--- src/rtl/laau_pkg.sv ---
`timescale 1ns / 1ps
// ----------------------------------------------------------------------------
// laau_pkg
// Shared types, constants and helpers for the load accumulator addressing unit.
// ----------------------------------------------------------------------------
package laau_pkg;

    localparam int ADDR_BITS_DEFAULT = 16;
    localparam int WORD_BITS         = 16;
    localparam int BYTE_BITS         = 8;

    localparam logic [7:0]  ZERO_FLAG = 8'h02;
    localparam logic [7:0]  NEG_FLAG  = 8'h80;
    localparam logic [7:0]  BYTE_MASK = 8'hFF;
    localparam logic [15:0] PAGE_MASK = 16'hFF00;

    localparam logic CMD_WRITE = 1'b0;
    localparam logic CMD_EXEC  = 1'b1;

    typedef enum logic [2:0] {
        MODE_IMM  = 3'd0,
        MODE_ZP   = 3'd1,
        MODE_ZPX  = 3'd2,
        MODE_ABS  = 3'd3,
        MODE_ABSX = 3'd4,
        MODE_ABSY = 3'd5,
        MODE_INDX = 3'd6,
        MODE_INDY = 3'd7
    } mode_t;

    // Memory port request: one access per cycle, read data registered
    typedef struct packed {
        logic                 en;
        logic                 we;
        logic [WORD_BITS-1:0] addr;
        logic [BYTE_BITS-1:0] wdata;
    } mem_req_t;

    // Instruction cycle count before any page-crossing penalty
    function automatic logic [2:0] base_cycles(input mode_t m);
        logic [2:0] c;
        begin
            case (m)
                MODE_IMM:  c = 3'd2;
                MODE_ZP:   c = 3'd3;
                MODE_ZPX:  c = 3'd4;
                MODE_ABS:  c = 3'd4;
                MODE_ABSX: c = 3'd4;
                MODE_ABSY: c = 3'd4;
                MODE_INDX: c = 3'd6;
                MODE_INDY: c = 3'd5;
                default:   c = 3'd2;
            endcase
            return c;
        end
    endfunction

endpackage

--- src/rtl/laau_addr_unit.sv ---
`timescale 1ns / 1ps
// ----------------------------------------------------------------------------
// laau_addr_unit
// Shared 16-bit address adder with page-crossing detect.
// ----------------------------------------------------------------------------
module laau_addr_unit (
    input  logic [laau_pkg::WORD_BITS-1:0] a,
    input  logic [laau_pkg::WORD_BITS-1:0] b,
    output logic [laau_pkg::WORD_BITS-1:0] sum,
    output logic                           page_cross
);

    // Sum wraps at 16 bits
    assign sum        = a + b;
    assign page_cross = (a & laau_pkg::PAGE_MASK) != (sum & laau_pkg::PAGE_MASK);

endmodule

--- config.mk ---
export PLATFORM = sky130hd
export DESIGN_NAME = laau_addr_unit
export DESIGN_NICKNAME = d
export VERILOG_FILES = /design/src/rtl/laau_pkg.sv /design/src/rtl/laau_addr_unit.sv
export SDC_FILE = /design/constraint.sdc
export NUM_CORES = 1
export LEC_CHECK = 0
export BUFFER_PORTS_ARGS = -buffer_cell sky130_fd_sc_hd__clkbuf_2
export CAP_MARGIN = 0
export CORE_ASPECT_RATIO = 0.9
export CORE_MARGIN = 1.5
export CORE_UTILIZATION = 45
export DETAILED_ROUTE_END_ITERATION = 6
export PLACE_DENSITY = 0.86
export SYNTH_ARGS = -nofsm -noshare
export SYNTH_HDL_FRONTEND = slang
export SYNTH_SLANG_ARGS = --single-unit
--- constraint.sdc ---
create_clock -name vclk -period 3.5
set_clock_uncertainty 0.05 [all_clocks]
set_input_delay 0.525 -clock vclk [all_inputs]
set_output_delay 0.525 -clock vclk [all_outputs]
set_load 0.02 [all_outputs]
* After elaboration in Yosys (flattened, before gate mapping)
Cells that the tools add are included.
** Word-level totals
- Bits in registers :: 0
- Input port bits :: 32
- Output and inout bits :: 17
** Operators by class
- $add $sub $neg :: 1
- Equality and inequality tests :: 1
** Operators by type and width (number)
- adder 16 bit :: 1
- inequality test 8 bit :: 1

* Longest topological paths before layout
Gate-level depths: netlist of the first run.
- Depth in word-level cells :: 2
- Depth in mapped cells :: 9
- Gate-level depth less buffers :: 9

* Worst setup path after synthesis of the first run
OpenSTA, ideal clock, no wires.
- Path type :: input port to output port
- Start :: input a[0] (netlist name)
- End :: output page_cross
- Data arrival time :: 2879 ps
- Data required time :: 2925 ps
- Path slack :: 46 ps
- Stages :: 9
- Path through :: ha_1 > fa_1 > a211oi_1 > o21bai_1 > a32oi_1 > nor2b_1 > xor2_1 > nor4b_1 > nand4_1
** Between the ends
- Cells in the longest elaborated chain, start to end :: 2
** RTL lines
- from (decl) :: line laau_addr_unit.sv:7 : input logic [laau_pkg::WORD_BITS-1:0] a,
- adder 16 bit :: line laau_addr_unit.sv:14 : assign sum = a + b;
- named net sum (one bit) :: line laau_addr_unit.sv:9 : output logic [laau_pkg::WORD_BITS-1:0] sum,
- inequality test 8 bit :: line laau_addr_unit.sv:15 : assign page_cross = (a & laau_pkg::PAGE_MASK) != (sum & laau_pkg::PAGE_MASK);
- to (decl) :: line laau_addr_unit.sv:10 : output logic page_cross
The timed path passes the listed nets, and every way through them passes these cells.

* Worst setup path after layout of the first run
- Start :: input a[0] (netlist name)
- End :: output page_cross
** Between the ends
- Cells in the longest elaborated chain, start to end :: 2
** RTL lines (line)
- adder 16 bit :: laau_addr_unit.sv:14
- inequality test 8 bit :: laau_addr_unit.sv:15
No other way between the ends.

==> results_dict.tcl, run 1 <==
set metrics [dict create \
    synth_area_per_cell_um2 7.26 \
    cp.arrival_ns 2.85 \
    grt_pass1_vias 1120 \
    place_ws_ns 0.000288 \
    ios 49 \
    final.setup.worst_slack_ns 0.0727 \
    end_kind "primary output" \
    relSlewSlack_pct 72.3 \
    p_per_area_mw_per_mm2 244 \
    ys_warn_count 0 \
    synthTopCellsByCount "a21oi_1, ha_1, nand2_1" \
    ir_drop_mv 0.133 \
    netlist_top_cells_area "ha_1, xnor2_1, a21oi_1" \
    grt_pass1_wl_um 4570 \
    whs_ns 1.29 \
    leakage_nw 0.649 \
    drtPass1Iterations 4 \
    dpl-instance-area_mm2 0.00131 \
    post-cts-setup-buffers 0 \
    via_per_inst 5.98 \
    report.final.slew_viol_count 0 \
    worstMarginPinSlew_ns 0.413 \
    seq_cells 0 \
    yosysTopAreaCell "ha_1" \
    hold_path_class "primary input to primary output" \
    utilization_pct 61.7 \
    core-area_mm2 0.00216 \
    dieArea_mm2 0.00257 \
    netlist.area_leader.share_pct 18.3 \
    grt_max_degree 10 \
    postCtsHoldBufs 0 \
    dr_total_vias 1291 \
    clkbuf_count 0 \
    antenna_found_initial 0 \
    synth_cells 141 \
    seqCellArea_um2 0 \
    fmax_mhz 292 \
    outcome "complete, no violations" \
    syn_area_mm2 0.00102 \
    start_util_pct 47.3 \
    setup_viol 0 \
    numPortBuffers 49 \
    min_period_over_period_pct 97.9 \
    nets 239 \
    critPathKind "primary input to primary output" \
    final_area_mm2 0.00133 \
    yosysSeqAreaShare_pct 0 \
    post_drt_wl_per_cell_um 13.9 \
    drt-total-wl_um 3000 \
    die_w_um 53.3 \
    drt_first_iter_violations 48 \
    crit_fanout 4 \
    post-route-min-period_ns 3.43 \
    grtUsageTotal_pct 22.9 \
    startpoint_type "primary input" \
    globalplace.congestion 0.877 \
    gr-total-overflow 0 \
    drive_gt1_share_pct 37.0 \
    max_cap_viol_count 0 \
    yosys.cell_types.count 55 \
    drc 0 \
    hold_violations 0 \
    dp_hpwl_um 2510 \
    syn-num-nets 189 \
    die_y_um 48.2 \
    areaGrowthSynthToFinish_pct 30.3 \
    place_inst 216 \
    n_antenna_cell 0 \
    fin_cells 216 \
    ant_nets 0 \
    rows 16 \
    critPathRequiredTime_ns 2.92 \
]
-- layer usage --
metal	wire length [µm]	GRT usage, %
met4	42	3.59
met5	0	0
met1	1310	29.2
met2	1500	44.2
met3	150	0.920
-- stage by stage --
stage | TNS [ns] | power, mW
5_1_grt | -0.0379 | 0.356
3_3_place_gp | 0 | 0.304
4_1_cts | 0 | 0.316
3_5_place_dp | 0 | 0.314
2_1_floorplan | 0 | 0.222
6_report | 0 | 0.326
-- cells in the final DEF, fill, tap and decap left out, types with 2 or more instances in the layout --
master,netlist,routed
a211oi_1,5,4
a211oi_2,1,2
a21o_1,3,3
a21oi_1,15,15
and3_1,2,2
buf_4,2,4
clkbuf_2,0,49
ha_1,15,15
inv_1,5,5
nand2_1,13,13
nand2b_1,2,2
nand3_1,2,2
nand4_1,2,2
nor2_1,7,7
nor3_1,2,2
o21a_1,2,2
o21ai_0,6,6
or3_1,2,2
or3_2,2,2
xnor2_1,9,9
xor2_1,6,6
-- kinds of logic (layout without fill, tap and decap cells) --
family	after synthesis	after routing	share of synthesized area, %
AO/OA/AOI/OAI	52	52	36.1
AND/OR/NAND/NOR	46	46	24.3
adder cells (fa/ha/maj)	16	16	20.3
XOR/XNOR	15	15	12.8
buffers and inverters	10	58	4.40
multiplexers	2	2	2.08
-- final timing paths --
path | slack (ns) | cells after the start | end | from
setup / recovery | 0.07 | 11 | page_cross | a[0]
hold / removal | 1.29 | 3 | sum[15] | a[15]
-- what timing repair did --
action                                 4_1_cts  5_1_grt
endpoints found under the hold margin        0        0
resized for setup                            1        5
setup endpoints to repair                    1        1
pin swaps                                    0        2
-- report_power, final --
| group | internal, mW | total [mW] | switching, mW |
|---|---|---|---|
| clock network | 0 | 0 | 0 |
| logic | 0.133 | 0.326 | 0.192 |
| registers | 0 | 0 | 0 |
-- area by class of cell --
class                           instances  area [µm²]
Fill cell                             194         828
Inverter                                5        18.8
Multi-Input combinational cell        131        1010
Tap cell                               27        33.8
Timing Repair Buffer                   53         275
-- worst max-delay path, cell delays in order --
cell and delay [ns]:
clkbuf_2 0.08, ha_1 0.23, fa_2 0.37, a211oi_2 0.24, o21bai_2 0.16, nand2_1 0.12, mux2_2 0.34, a221o_1 0.28
nor4_1 0.20, nand4_1 0.12, clkbuf_2 0.17
Power figures use the tool's default switching activity.
==> inputs of run 2 (changes only) <==
--- a/config.mk
+++ b/config.mk
@@ -5,13 +5,14 @@
 export SDC_FILE = /design/constraint.sdc
 export NUM_CORES = 1
 export LEC_CHECK = 0
-export BUFFER_PORTS_ARGS = -buffer_cell sky130_fd_sc_hd__clkbuf_2
+export BUFFER_PORTS_ARGS = -buffer_cell sky130_fd_sc_hd__buf_4
 export CAP_MARGIN = 0
 export CORE_ASPECT_RATIO = 0.9
 export CORE_MARGIN = 1.5
 export CORE_UTILIZATION = 45
 export DETAILED_ROUTE_END_ITERATION = 6
 export PLACE_DENSITY = 0.86
+export SLEW_MARGIN = 20
 export SYNTH_ARGS = -nofsm -noshare
 export SYNTH_HDL_FRONTEND = slang
 export SYNTH_SLANG_ARGS = --single-unit
==> results_dict.tcl, run 2 (synthesis gave the netlist of run 1 again) <==
set metrics [dict create \
    outcome "complete, no violations" \
    postCtsHoldBufs 0 \
    whs_ns 1.29 \
    grtUsageTotal_pct 22.3 \
    hold_path_class "primary input to primary output" \
    min_period_over_period_pct 98.5 \
    grt_pass1_vias 1072 \
    numPortBuffers 49 \
    post_drt_wl_per_cell_um 14.6 \
    cp.arrival_ns 2.87 \
    end_kind "primary output" \
    dr_total_vias 1306 \
    nets 240 \
    clkbuf_count 0 \
    final_area_mm2 0.00145 \
    drive_gt1_share_pct 36.3 \
    place_ws_ns -0.0353 \
    antenna_found_initial 0 \
    report.final.slew_viol_count 0 \
    final_common_cell "buf_4" \
    leakage_nw 0.682 \
    hold_violations 0 \
    n_antenna_cell 0 \
    critPathKind "primary input to primary output" \
    globalplace.congestion 0.860 \
    final.setup.worst_slack_ns 0.0532 \
    final_cell_mix "buf_4, a21oi_1, ha_1" \
    ant_nets 0 \
    critPathRequiredTime_ns 2.92 \
    drc 0 \
    core-area_mm2 0.00216 \
    start_util_pct 47.3 \
    cp_common_cell "buf_4" \
    gr-total-overflow 0 \
    post-route-min-period_ns 3.45 \
    crit_fanout 4 \
    seq_cells 0 \
    relSlewSlack_pct 74.5 \
    p_clk_share_pct 0 \
    drt-total-wl_um 3170 \
    seqCellArea_um2 0 \
    rows 16 \
    setup_viol 0 \
    ios 49 \
    crit_path_max_incr_delay_ns 0.39 \
    grt_max_degree 10 \
    cp_top_family "simple AND/OR/NAND/NOR gates" \
    power.share.combinational_pct 100.0 \
    worstMarginPinSlew_ns 0.381 \
    drt_first_iter_violations 43 \
    drtPass1Iterations 4 \
    p_sw_share_pct 54.0 \
    dieArea_mm2 0.00257 \
    grt_pass1_wl_um 4400 \
    pwr-share-seq_pct 0 \
    ir_drop_mv 0.162 \
    p_int_mw 0.165 \
    netSwitchingPower_mw 0.193 \
    startpoint_type "primary input" \
    dp_hpwl_um 2590 \
    worst-path-buf-inv 2 \
    dpl-instance-area_mm2 0.00144 \
    max_cap_viol_count 0 \
    min-delay-start "a[15]" \
    crit_chain "buf_4, ha_1, fa_2, a211oi_2, o21bai_2, a32oi_1, nor2b_1, xor2_1, nor4b_1, nand4_1, buf_4" \
    areaGrowthSynthToFinish_pct 42.1 \
    die_y_um 48.2 \
    hold_end "sum[15]" \
    die_w_um 53.3 \
    p_per_area_mw_per_mm2 247 \
    via_per_inst 6.02 \
    min_path_cells 3 \
    fillers 181 \
    fmax_mhz 290 \
    slowest_stage "fa_2" \
]
==> run 2: cell types whose count changed in the layout (fill, tap and decap cells not counted), sizes merged <==
| cell | delta |
|---|---|
| buf | +50 |
| clkbuf | -49 |
==> run 2: metal layers <==
metal  part of all wire, %  global-route usage [%]  wire [µm]  vias up
met2                    50                    44.0       1590       64
met4                  0.41                    2.05         13        0
met5                     0                       0          0        -
met1                    41                    28.5       1310      602
li1                      -                       -          -      638
met3                   8.2                   0.307        261        2
==> run 2: worst max path at each step <==
stage                     start          to  slack (ns)  cells past startpoint
after floorplan            a[0]  page_cross        0.05                      9
final                      a[0]  page_cross        0.05                     11
after global routing       a[0]  page_cross       -0.05                     11
after detailed placement   a[0]  page_cross       -0.04                     11
after global placement     a[0]  page_cross        0.09                     11
after CTS                  a[0]  page_cross        0.01                     11
==> run 2: metrics by stage <==
stage / util, % / std cells / power [mW] / setup TNS, ns
final: 67.2 / 217 / 0.359 / 0
after global routing: 67.2 / 217 / 0.386 / -0.0455
after CTS: 66.7 / 217 / 0.350 / 0
after detailed placement: 66.4 / 217 / 0.348 / -0.0353
after global placement: 66.4 / 217 / 0.338 / 0
after floorplan: - / 141 / 0.222 / 0
==> run 2: worst min-delay path, cell delays in order <==
cell and delay (ns):
buf_4 0.08, xor2_1 0.05, buf_4 0.15
==> run 2: final cells by class <==
class,count,area (µm²),area share [%]
timing repair buffer,54,405,27.9
tap,27,33.8,2.32
inverter,5,18.8,1.29
multi-input combinational,131,996,68.5
==> run 2: repair_timing <==
item,in CTS,in global routing
pin swaps,1,0
resized for setup,1,3
endpoints found under the setup margin,1,1
setup buffers,0,0
==> run 2: power by group through the flow <==
| stage | Clock [mW] | Combinational, mW | Sequential [mW] |
|---|---|---|---|
| floorplan | 0 | 0.222 | 0 |
| global placement | 0 | 0.338 | 0 |
| detailed placement | 0 | 0.348 | 0 |
| CTS | 0 | 0.350 | 0 |
| global route | 0 | 0.386 | 0 |
| finish | 0 | 0.359 | 0 |
==> inputs of run 3 (changes only) <==
--- a/config.mk
+++ b/config.mk
@@ -11,8 +11,9 @@
 export CORE_MARGIN = 1.5
 export CORE_UTILIZATION = 45
 export DETAILED_ROUTE_END_ITERATION = 6
-export PLACE_DENSITY = 0.86
+export PLACE_DENSITY = 0.89
 export SLEW_MARGIN = 20
 export SYNTH_ARGS = -nofsm -noshare
 export SYNTH_HDL_FRONTEND = slang
 export SYNTH_SLANG_ARGS = --single-unit
+export TNS_END_PERCENT = 50
==> constraint.sdc (replaced) <==
create_clock -name vclk -period 3.1
set_clock_uncertainty 0.05 [all_clocks]
set_input_delay 0.465 -clock vclk [all_inputs]
set_output_delay 0.465 -clock vclk [all_outputs]
set_load 0.02 [all_outputs]
==> results_dict.tcl, run 3 (synthesis gave the netlist of run 1 again) <==
set metrics [dict create \
    outcome "finished, violations left" \
    violations "negative setup slack" \
    grt_pass1_vias 1299 \
    fmax_mhz 301 \
    post_drt_wl_per_cell_um 20.5 \
    hold_path_class "primary input to primary output" \
    place_inst 239 \
    die_w_um 53.3 \
    dpl-instance-area_mm2 0.00163 \
    startpoint_type "primary input" \
    drc 0 \
    grt_max_degree 9 \
    final.setup.worst_slack_ns -0.224 \
    critPathKind "primary input to primary output" \
    final_area_mm2 0.00179 \
    seqCellArea_um2 0 \
    globalplace.congestion 0.900 \
    place_ws_ns -0.302 \
    rsz0062_at_grt "yes" \
    clkbuf_count 0 \
    min_period_over_period_pct 107 \
    gr-total-overflow 0 \
    dieArea_mm2 0.00257 \
    relSlewSlack_pct 70.4 \
    antenna_found_initial 0 \
    fillers 108 \
    grt_pass1_wl_um 6110 \
    drt_first_iter_violations 105 \
    max_cap_viol_count 0 \
    ios 49 \
    via_per_inst 6.49 \
    nets 265 \
    rows 16 \
    ir_drop_mv 0.232 \
    die_y_um 48.2 \
    start_util_pct 47.3 \
    dp_hpwl_um 3080 \
    worstMarginPinSlew_ns 0.441 \
    crit_fanout 5 \
    numPortBuffers 49 \
    core-area_mm2 0.00216 \
    final_common_cell "buf_4" \
    dr_total_vias 1570 \
    drive_gt1_share_pct 51.2 \
    p_per_area_mw_per_mm2 290 \
    drtPass1Iterations 5 \
    cp.arrival_ns 2.81 \
    final_cell_mix "buf_4, a21oi_1, nand2_1" \
    grtUsageTotal_pct 33.0 \
    areaGrowthSynthToFinish_pct 74.8 \
    post-route-min-period_ns 3.32 \
    ant_nets 0 \
    setup_viol 4 \
    fin_cells 242 \
    report.final.slew_viol_count 0 \
    postCtsHoldBufs 0 \
    end_kind "primary output" \
    drt-total-wl_um 4950 \
    seq_cells 0 \
    critPathRequiredTime_ns 2.58 \
    hold_violations 0 \
    leakage_nw 0.850 \
    n_antenna_cell 0 \
]
run 3: cell count changes in the layout (fill, tap and decap cells not counted), sizes merged:
| cell | before | now |
|---|---|---|
| buf | 54 | 79 |
run 3: layout make-up:
type	instances	area, µm²	area share (%)
Multi-Input combinational cell	131	1120	62.4
Timing Repair Buffer	79	619	34.6
Tap cell	27	33.8	1.89
Inverter	5	18.8	1.05
run 3: per-stage QoR:
stage | util (%) | total power, mW | setup TNS [ns] | hold WS, ns
final | 82.8 | 0.520 | -0.339 | 1.17
after global routing | 82.8 | 0.541 | -0.465 | 1.18
after CTS | 79.9 | 0.466 | -0.0756 | 1.17
after detailed placement | 75.2 | 0.443 | -0.632 | 1.17
after global placement | 75.2 | 0.427 | -0.315 | 1.16
after floorplan | - | 0.258 | 0 | 1.01
run 3: worst paths after layout:
kind / from / end / slack, ns / cells after the start
worst max-delay path: a[8] / page_cross / -0.22 / 11
worst min-delay path: a[15] / sum[15] / 1.17 / 3
run 3: metal layers:
layer / share of wire [%] / GRT usage [%]
met4: 5.6 / 17.9
met3: 8.6 / 5.52
met1: 38 / 39.1
met2: 48 / 58.0
met5: 0 / 0
run 3: critical path: stages:
cell	delay, ns
buf_4	0.13
ha_1	0.32
buf_4	0.18
a21oi_1	0.25
o21a_1	0.25
a21boi_0	0.11
a31o_1	0.21
a221o_1	0.36
nor4_2	0.18
nand4_1	0.15
buf_4	0.19
run 3: where the power goes:
| group | internal [mW] | leakage [nW] | switching, mW | total (mW) |
|---|---|---|---|---|
| logic | 0.244 | 0.850 | 0.276 | 0.520 |
| clock network | 0 | 0 | 0 | 0 |
| registers | 0 | 0 | 0 | 0 |
run 3: repair_timing:
action / in CTS / in global routing
endpoints found under the setup margin: 4 / 4
resized for setup: 16 / 11
setup buffers: 3 / 0
pin swaps: 10 / 5
